[src/hw/rtl/bpq_pkg.sv]
// bpq_pkg: command, status and place codes shared by the buffer pool queue core
// no dependencies
package bpq_pkg;

  localparam int CMD_W = 3;
  localparam logic [CMD_W-1:0] CMD_ALLOC   = 3'd0;
  localparam logic [CMD_W-1:0] CMD_APPEND  = 3'd1;
  localparam logic [CMD_W-1:0] CMD_TAKE    = 3'd2;
  localparam logic [CMD_W-1:0] CMD_RELEASE = 3'd3;
  localparam logic [CMD_W-1:0] CMD_DROP    = 3'd4;

  localparam logic [1:0] ST_OK   = 2'd0;
  localparam logic [1:0] ST_NONE = 2'd1;
  localparam logic [1:0] ST_FULL = 2'd2;

  localparam logic [1:0] AT_FREE   = 2'd0;
  localparam logic [1:0] AT_HELD   = 2'd1;
  localparam logic [1:0] AT_ACTIVE = 2'd2;

endpackage

[src/hw/rtl/bpq_ram.sv]
// bpq_ram: generic simple dual port ram, one write and one read port, with registered read
// no dependencies
module bpq_ram #(
  parameter int WIDTH = 8,
  parameter int DEPTH = 64
) (
  input  logic                     clk,
  input  logic                     we,
  input  logic [$clog2(DEPTH)-1:0] waddr,
  input  logic [WIDTH-1:0]         wdata,
  input  logic [$clog2(DEPTH)-1:0] raddr,
  output logic [WIDTH-1:0]         rdata
);

  logic [WIDTH-1:0] mem [DEPTH];

  always_ff @(posedge clk) begin
    if (we) mem[waddr] <= wdata;
    rdata <= mem[raddr];
  end

endmodule

[src/hw/rtl/buffer_pool_typed_queue_core.sv]
// buffer_pool_typed_queue_core: free stack and typed active fifo over one link memory
// uses bpq_pkg and bpq_ram
//
//  channel | signals                                             | dir
//  in      | in_valid in_stall cmd slot_index elem_type match_any |
//          | drop_limit                                           | to core
//  out     | out_valid out_stall status out_index out_type dropped|
//          | active_count free_count                              | from core
//
// after reset a clearing pass writes all link, type and place entries
// allocate and release go through dispatch, read wait and read done to the result, or
// straight to the result when refused early; append also relinks a non-empty old tail
// take and drop walk the active list: walk read, walk wait and check for each visited slot,
// relink and mark for each removed slot, and at the end the result is handed over
// one item at a time; in_stall is high from acceptance until the result is taken
// out_stall holds the result and everything behind it
module buffer_pool_typed_queue_core #(
  parameter int POOL_DEPTH = 64,
  parameter int TYPE_WIDTH = 8
) (
  input  logic       clk,
  input  logic       rst,
  input  logic       in_valid,
  output logic       in_stall,
  input  logic [2:0] cmd,
  input  logic [5:0] slot_index,
  input  logic [7:0] elem_type,
  input  logic       match_any,
  input  logic [6:0] drop_limit,
  output logic       out_valid,
  input  logic       out_stall,
  output logic [1:0] status,
  output logic [5:0] out_index,
  output logic [7:0] out_type,
  output logic [6:0] dropped,
  output logic [6:0] active_count,
  output logic [6:0] free_count
);

  localparam int AW = $clog2(POOL_DEPTH);
  localparam int LW = AW + 1;
  localparam int CW = $clog2(POOL_DEPTH + 1);
  localparam int MW = LW + TYPE_WIDTH + 2;
  localparam logic [LW-1:0] NIL = LW'(POOL_DEPTH);

  typedef enum logic [3:0] {
    S_CLEAR, S_IDLE, S_DISPATCH, S_RD_WAIT, S_RD_DONE, S_WALK_RD, S_WALK_WAIT,
    S_WALK_CHK, S_FIX_PREV, S_RD_WAIT_FIX, S_FIX_CUR, S_MARK, S_RESULT
  } state_t;

  state_t state;
  logic [2:0] c_cmd;
  logic [LW-1:0] c_idx;
  logic [TYPE_WIDTH-1:0] c_type;
  logic c_any;
  logic [6:0] c_limit;
  logic [LW-1:0] free_head, active_head, active_tail, prev, cur;
  logic [CW-1:0] active_total, free_total;
  logic [6:0] drop_n;
  logic [AW-1:0] clr;
  logic [AW-1:0] raddr;
  logic [MW-1:0] rdata;
  logic we;
  logic [AW-1:0] waddr;
  logic [MW-1:0] wdata;
  logic [TYPE_WIDTH-1:0] hit_type;
  logic [LW-1:0] hit_next;

  // entry word: {place, type, link}
  logic [LW-1:0] r_link;
  logic [TYPE_WIDTH-1:0] r_type;
  logic [1:0] r_where;
  assign r_link = rdata[LW-1:0];
  assign r_type = rdata[LW +: TYPE_WIDTH];
  assign r_where = rdata[MW-1 -: 2];

  bpq_ram #(.WIDTH(MW), .DEPTH(POOL_DEPTH)) u_mem (
    .clk(clk), .we(we), .waddr(waddr), .wdata(wdata), .raddr(raddr), .rdata(rdata)
  );

  function automatic logic [6:0] sat7(input logic [CW-1:0] v);
    if (CW > 7 && v > CW'(127)) return 7'd127;
    return 7'(v);
  endfunction

  logic idx_ok, is_typed_drop;
  assign idx_ok = {1'b0, slot_index} < 7'(POOL_DEPTH) || (LW > 7);
  assign is_typed_drop = (c_cmd == bpq_pkg::CMD_DROP);

  // walk read address and write port come from the sequencer
  always_comb begin
    we = 1'b0;
    waddr = cur[AW-1:0];
    wdata = '0;
    raddr = cur[AW-1:0];
    unique case (state)
      S_CLEAR: begin
        we = 1'b1;
        waddr = clr;
        wdata = {bpq_pkg::AT_FREE, {TYPE_WIDTH{1'b0}},
                 (clr == '0) ? NIL : LW'(clr) - LW'(1)};
      end
      // address held through dispatch and read wait for the registered read
      S_DISPATCH, S_RD_WAIT:
        raddr = (c_cmd == bpq_pkg::CMD_ALLOC) ? free_head[AW-1:0] : c_idx[AW-1:0];
      S_RD_DONE: begin
        unique case (c_cmd)
          bpq_pkg::CMD_ALLOC: begin
            we = 1'b1; waddr = free_head[AW-1:0];
            wdata = {bpq_pkg::AT_HELD, {TYPE_WIDTH{1'b0}}, NIL};
          end
          bpq_pkg::CMD_APPEND: begin
            we = (r_where == bpq_pkg::AT_HELD) && (active_total < CW'(POOL_DEPTH));
            waddr = c_idx[AW-1:0];
            wdata = {bpq_pkg::AT_ACTIVE, c_type, NIL};
          end
          bpq_pkg::CMD_RELEASE: begin
            we = (r_where == bpq_pkg::AT_HELD); waddr = c_idx[AW-1:0];
            wdata = {bpq_pkg::AT_FREE, {TYPE_WIDTH{1'b0}}, free_head};
          end
          default: ;
        endcase
      end
      S_FIX_PREV, S_RD_WAIT_FIX: raddr = prev[AW-1:0];
      S_FIX_CUR: begin
        // prev entry is now in rdata; relink it past cur, or to the new slot on append
        we = (prev != NIL); waddr = prev[AW-1:0];
        wdata = {r_where, r_type, c_idx};
      end
      S_MARK: begin
        // taken slot becomes held, dropped slot goes on the free stack
        we = 1'b1; waddr = cur[AW-1:0];
        if (c_cmd == bpq_pkg::CMD_TAKE) wdata = {bpq_pkg::AT_HELD, hit_type, NIL};
        else wdata = {bpq_pkg::AT_FREE, {TYPE_WIDTH{1'b0}}, free_head};
      end
      default: ;
    endcase
  end

  always_ff @(posedge clk) begin
    if (rst) begin
      state <= S_CLEAR;
      clr <= '0;
      free_head <= LW'(POOL_DEPTH - 1);
      active_head <= NIL;
      active_tail <= NIL;
      active_total <= '0;
      free_total <= CW'(POOL_DEPTH);
      out_valid <= 1'b0;
      in_stall <= 1'b1;
    end else begin
      unique case (state)
        S_CLEAR: begin
          clr <= clr + AW'(1);
          if (clr == AW'(POOL_DEPTH - 1)) begin
            state <= S_IDLE;
            in_stall <= 1'b0;
          end
        end
        S_IDLE: if (in_valid) begin
          c_cmd <= cmd;
          c_idx <= LW'(slot_index);
          c_type <= TYPE_WIDTH'(elem_type);
          c_any <= match_any;
          c_limit <= drop_limit;
          drop_n <= '0;
          status <= (cmd == bpq_pkg::CMD_DROP) ? bpq_pkg::ST_OK : bpq_pkg::ST_NONE;
          out_index <= '0;
          out_type <= '0;
          in_stall <= 1'b1;
          unique case (cmd)
            bpq_pkg::CMD_ALLOC:
              state <= (free_head == NIL) ? S_RESULT : S_DISPATCH;
            bpq_pkg::CMD_APPEND, bpq_pkg::CMD_RELEASE:
              state <= idx_ok ? S_DISPATCH : S_RESULT;
            bpq_pkg::CMD_TAKE, bpq_pkg::CMD_DROP: begin
              prev <= NIL;
              cur <= active_head;
              state <= (cmd == bpq_pkg::CMD_DROP && drop_limit == '0) ? S_RESULT : S_WALK_RD;
            end
            default: state <= S_RESULT;
          endcase
        end
        S_DISPATCH: state <= S_RD_WAIT;
        S_RD_WAIT: state <= S_RD_DONE;
        S_RD_DONE: begin
          // link old tail to the new slot when the list is not empty
          state <= (c_cmd == bpq_pkg::CMD_APPEND && r_where == bpq_pkg::AT_HELD &&
                    active_total < CW'(POOL_DEPTH) && active_tail != NIL) ?
                   S_FIX_PREV : S_RESULT;
          unique case (c_cmd)
            bpq_pkg::CMD_ALLOC: begin
              free_head <= r_link;
              free_total <= free_total - CW'(1);
              status <= bpq_pkg::ST_OK;
              out_index <= 6'(free_head);
            end
            bpq_pkg::CMD_APPEND: if (r_where == bpq_pkg::AT_HELD) begin
              if (active_total >= CW'(POOL_DEPTH)) status <= bpq_pkg::ST_FULL;
              else begin
                status <= bpq_pkg::ST_OK;
                active_total <= active_total + CW'(1);
                active_tail <= c_idx;
                if (active_tail == NIL) active_head <= c_idx;
                else prev <= active_tail;
              end
            end
            bpq_pkg::CMD_RELEASE: if (r_where == bpq_pkg::AT_HELD) begin
              status <= bpq_pkg::ST_OK;
              free_head <= c_idx;
              free_total <= free_total + CW'(1);
            end
            default: ;
          endcase
        end
        S_WALK_RD: state <= (cur == NIL) ? S_RESULT : S_WALK_WAIT;
        S_WALK_WAIT: state <= S_WALK_CHK;
        S_WALK_CHK: begin
          if ((c_any && !is_typed_drop) || r_type == c_type) begin
            hit_type <= r_type;
            hit_next <= r_link;
            if (cur == active_tail) active_tail <= prev;
            active_total <= active_total - CW'(1);
            if (prev == NIL) begin
              active_head <= r_link;
              state <= S_FIX_CUR;
            end else begin
              c_idx <= r_link;
              state <= S_FIX_PREV;
            end
          end else begin
            prev <= cur;
            cur <= r_link;
            state <= S_WALK_RD;
          end
        end
        S_FIX_PREV: state <= S_RD_WAIT_FIX;
        S_RD_WAIT_FIX: state <= S_FIX_CUR;
        S_FIX_CUR: begin
          if (c_cmd == bpq_pkg::CMD_APPEND) state <= S_RESULT;
          else if (c_cmd == bpq_pkg::CMD_TAKE) begin
            status <= bpq_pkg::ST_OK;
            out_index <= 6'(cur);
            out_type <= 8'(hit_type);
            state <= S_MARK;
          end else begin
            drop_n <= drop_n + 7'd1;
            state <= S_MARK;
          end
        end
        S_MARK: begin
          if (c_cmd == bpq_pkg::CMD_TAKE) state <= S_RESULT;
          else begin
            free_head <= cur;
            free_total <= free_total + CW'(1);
            cur <= hit_next;
            state <= (drop_n == c_limit) ? S_RESULT : S_WALK_RD;
          end
        end
        S_RESULT: if (!out_valid) begin
          dropped <= drop_n;
          active_count <= sat7(active_total);
          free_count <= sat7(free_total);
          out_valid <= 1'b1;
        end else if (!out_stall) begin
          out_valid <= 1'b0;
          in_stall <= 1'b0;
          state <= S_IDLE;
        end
        default: state <= S_IDLE;
      endcase
    end
  end

  a_out_hold: assert property (@(posedge clk) disable iff (rst)
    out_valid && out_stall |=> out_valid &&
      $stable({status, out_index, out_type, dropped, active_count, free_count}));

  a_one_item: assert property (@(posedge clk) disable iff (rst)
    out_valid |-> in_stall);

  a_clear_stall: assert property (@(posedge clk) disable iff (rst)
    state == S_CLEAR |-> in_stall && !out_valid);

  a_counts: assert property (@(posedge clk) disable iff (rst)
    ({1'b0, active_total} + {1'b0, free_total}) <= (CW+1)'(POOL_DEPTH));

endmodule
[config.mk]
export PLATFORM = sky130hd
export DESIGN_NAME = buffer_pool_typed_queue_core
export DESIGN_NICKNAME = d
export VERILOG_FILES = /design/src/hw/rtl/bpq_pkg.sv /design/src/hw/rtl/bpq_ram.sv /design/src/hw/rtl/buffer_pool_typed_queue_core.sv
export SDC_FILE = /design/constraint.sdc
export NUM_CORES = 2
export LEC_CHECK = 0
export BUFFER_PORTS_ARGS = -buffer_cell sky130_fd_sc_hd__buf_2
export CAP_MARGIN = 40
export CORE_MARGIN = 10
export CORE_UTILIZATION = 40
export CTS_BUF_LIST = sky130_fd_sc_hd__clkbuf_4 sky130_fd_sc_hd__clkbuf_8
export CTS_CLUSTER_SIZE = 25
export DETAILED_ROUTE_END_ITERATION = 8
export SLEW_MARGIN = 30
export SYNTH_ARGS = -nofsm -noshare
export SYNTH_HDL_FRONTEND = slang
export SYNTH_SLANG_ARGS = --single-unit
[constraint.sdc]
create_clock -name clk -period 6.86 [get_ports clk]
set_clock_uncertainty 0.1 [all_clocks]
set_input_delay 1.372 -clock clk [delete_from_list [all_inputs] [get_ports clk]]
set_output_delay 1.372 -clock clk [all_outputs]
set_load 0.02 [all_outputs]
==> impl_results.md <==
* Status: complete, no violations
* Static leakage at ~19 nW
* Final Hold Slack at 0.358 ns
* Largest stage delay, worst path at 0.67 ns
* Maximum clock frequency at approximately 200 MHz
* Fillers at approximately 11000
* All-Layer GR Usage at between 10% and 20%
* Area leader, netlist: edfxtp_1
* Initial DRT Pass Iterations at 6
* Max-Cap Viols at 0
* Cell count after synthesis at roughly 3100
* CP max-delay cell: edfxtp_1
* Actual slew at the worst max-slew pin at 0.970 ns
* CTS tree: built
* Max Root-Sink Buffers at 3
* Nets@finish at roughly 3400
* I/O Pins at 68
* Ys Warns at 0
* Final period util at 72.9%
* Drt wl/cell at roughly 26 microns
* Syn Std Cell Area at approximately 0.05 sq mm
* Synth top area share at a little under three quarters
* Worst Setup Slack, final at roughly 1.9 ns
* Initial drt markers at between 3000 and 4000
* Vias after detailed routing at slightly below 30000
* Synth cell types at between 70 and 80
* Final setup fails at 0
* Die height at ~370 microns
* Sequential share of the synthesized area at 74.2%
* Synth-to-layout area growth at 13.5%
* Setup_tns at 0 ns
* Final non-filler cell total at 5116
* Req. time, crit path at approximately 7.5 ns
* Final number of hold-violating endpoints at 0
* Clock sink total at about 1300
* Critical path arrival at 5.69 ns
* Drt via density at about 5.7
* CP startpoint kind: register
* Die ar. at 0.139 sq mm
* Vias in the first global route at 28400
* Synth top cells by count: 1187 x edfxtp_1, 392 x nand2_1, 254 x nor2_1, 172 x nand3_1, 148 x mux4_2
* Final min period at approximately 5.0 ns
* PwrDens at 263 mW/mm^2
* Post-CTS setup buffer count at 0
* Final slew viol count at 0
* Initial antenna violation count at 2
* Core footprint at roughly 0.12 sq mm
* WS Path Type: reg2reg
* Top cells by area, synth: edfxtp_1 72%, mux4_2 6.7%, nand2_1 3.0%, dfxtp_1 2.6%, nor2_1 1.9%
* Buf/Inv on CP at 2
* Synth Flop Type: edfxtp_1
* First-pass GRT wire length at between 150000 and 200000 microns
* CTS HTree Levels at 4
* Final ANT Viol Nets at 0
* #FFs+latches synth at between 1000 and 1500
* Drc violations at 0
* Chip Width at roughly 370 microns
* Grt ovf at 0
* Synthesized Nets at between 3000 and 4000
* GP Congestion at roughly 0.9
* Pre-CTS WS at approximately 1.8 ns
* Slew HR at 34.8%
* Synthesized area per cell at 16.0 sq um
* Dpl cells at roughly 4800
* CP Capture Type: register
* RSZ-0062 raised after global routing: false
* Maximum VDD drop at 0.000216 V
* CTS buffer count at approximately 190
* Post-CTS resize count at 0
* Final HPWL DP at between 80000 and 90000 microns
* Crit-path max FO at just under 100
* Initial core utilization at a little over 40%
* Root Buffer: clkbuf_8
* Clock Latency Late Sink at between 0.9 and 1 ns
* Most frequent cell after synthesis: edfxtp_1
* Pin count of the biggest net entering global routing at about 110
* Share of layout cells above drive strength 1 at between 20 and 25%
* WL final at about 140000 microns
* Crit-path cells: nor3_4 > mux2i_1 > o221ai_4 > buf_12 > buf_4 > mux4_2 > a22oi_1 > nand4_1 > a311o_1
* CTS clock-pin slew for the worst setup and hold paths at ~0.07 ns
* Pwr Total at approximately 15 mW
* Row cnt at 129
* PortBufs at 67
* Hold Buf Count CTS at 0
* EDFF count, synth at 1187
* Min-delay worst type: reg2reg
* Crit-path leading delay family: compound AO/OA/AOI/OAI gates
* Synth async-reset ratio at 0%
sequential cells by signal (all words and copies together) (netlist names), 8 cells and up:
register / cells
hit_type: 8
c_type: 8
u_mem.rdata: 17
out_type: 8
u_mem.mem: 1088
cell type report:
cell class | count | area, sq um | share of cell area (%)
sequential | 1251 | 36900 | 65.4
multi-input combinational | 1660 | 12200 | 21.6
clock buffer | 271 | 3260 | 5.77
tap | 1637 | 2050 | 3.63
timing repair buffer | 201 | 1500 | 2.66
clock inverter | 72 | 477 | 0.844
inverter | 22 | 82.6 | 0.146
antenna | 2 | 5.00 | 0.00886
final timing paths:
path                                from                          end  slack [ns]  cells after the start
max                   c_cmd[1]$_DFFE_PP_      u_mem.rdata[10]$_DFF_P_        1.86                      9
min          active_head[2]$_SDFFE_PP0P_  active_head[2]$_SDFFE_PP0P_        0.36                      2
max reg2reg           c_cmd[1]$_DFFE_PP_      u_mem.rdata[10]$_DFF_P_        1.86                      9
min reg2reg  active_head[2]$_SDFFE_PP0P_  active_head[2]$_SDFFE_PP0P_        0.36                      2
metal layers:
| metal | track usage, % | vias to the layer above | part of all wire [%] |
|---|---|---|---|
| met4 | 7.92 | 0 | 3.7 |
| met1 | 26.2 | 15000 | 42 |
| met5 | 0 | - | 0 |
| met3 | 3.23 | 265 | 7.6 |
| li1 | - | 12700 | - |
| met2 | 29.2 | 1339 | 47 |
worst register-to-register path, delay by kind of cell (launching register included):
family / cells / cell delay, ns
muxes: 2 / 0.65
AOI/OAI and AO/OA: 3 / 1.23
DFF: 1 / 0.67
buffers and inverters: 2 / 1.29
and+or+nand+nor: 2 / 0.93
where the power goes:
group          switching (mW)  total, mW  internal [mW]
logic                   0.244      0.296         0.0521
clock network            2.93       6.09           3.16
registers              0.0133       8.45           8.44
metrics by stage:
stage	cell area, sq um	utilization (%)
6_report	56500	45.7
5_1_grt	56500	45.7
4_1_cts	56400	45.6
3_5_place_dp	52700	42.6
3_3_place_gp	52500	42.4
2_1_floorplan	49800	-
cells by family (layout without fill, tap and decap cells):
| group | after synthesis | after routing | share of synthesized area, % |
|---|---|---|---|
| buffers and inverters | 207 | 566 | 1.84 |
| AND/OR/NAND/NOR | 974 | 974 | 8.56 |
| multiplexers | 219 | 219 | 8.13 |
| AO/OA/AOI/OAI | 411 | 411 | 6.18 |
| adder cells (fa/ha/maj) | 11 | 11 | 0.292 |
| XOR/XNOR | 45 | 45 | 0.792 |
| other | 0 | 2 | 0 |
| flip-flops | 1251 | 1251 | 74.2 |
cells in the final DEF (no fill, tap or decap), drive strengths merged, types with 18 or more instances in the layout:
cell type  count
a21o          18
nand3        172
a21oi         81
edfxtp      1187
a2111oi       18
o32a          18
clkinv        58
o21ai         32
o32ai         36
dfxtp         64
xnor2         22
nor3          48
nor2         254
a31oi         23
a22oi         73
nand2        392
mux4         148
a311o         32
buf          198
xor2          23
mux2i         68
nand4         24
clkbuf       274
inv           31
No activity file was read; power rests on OpenSTA's default activity.
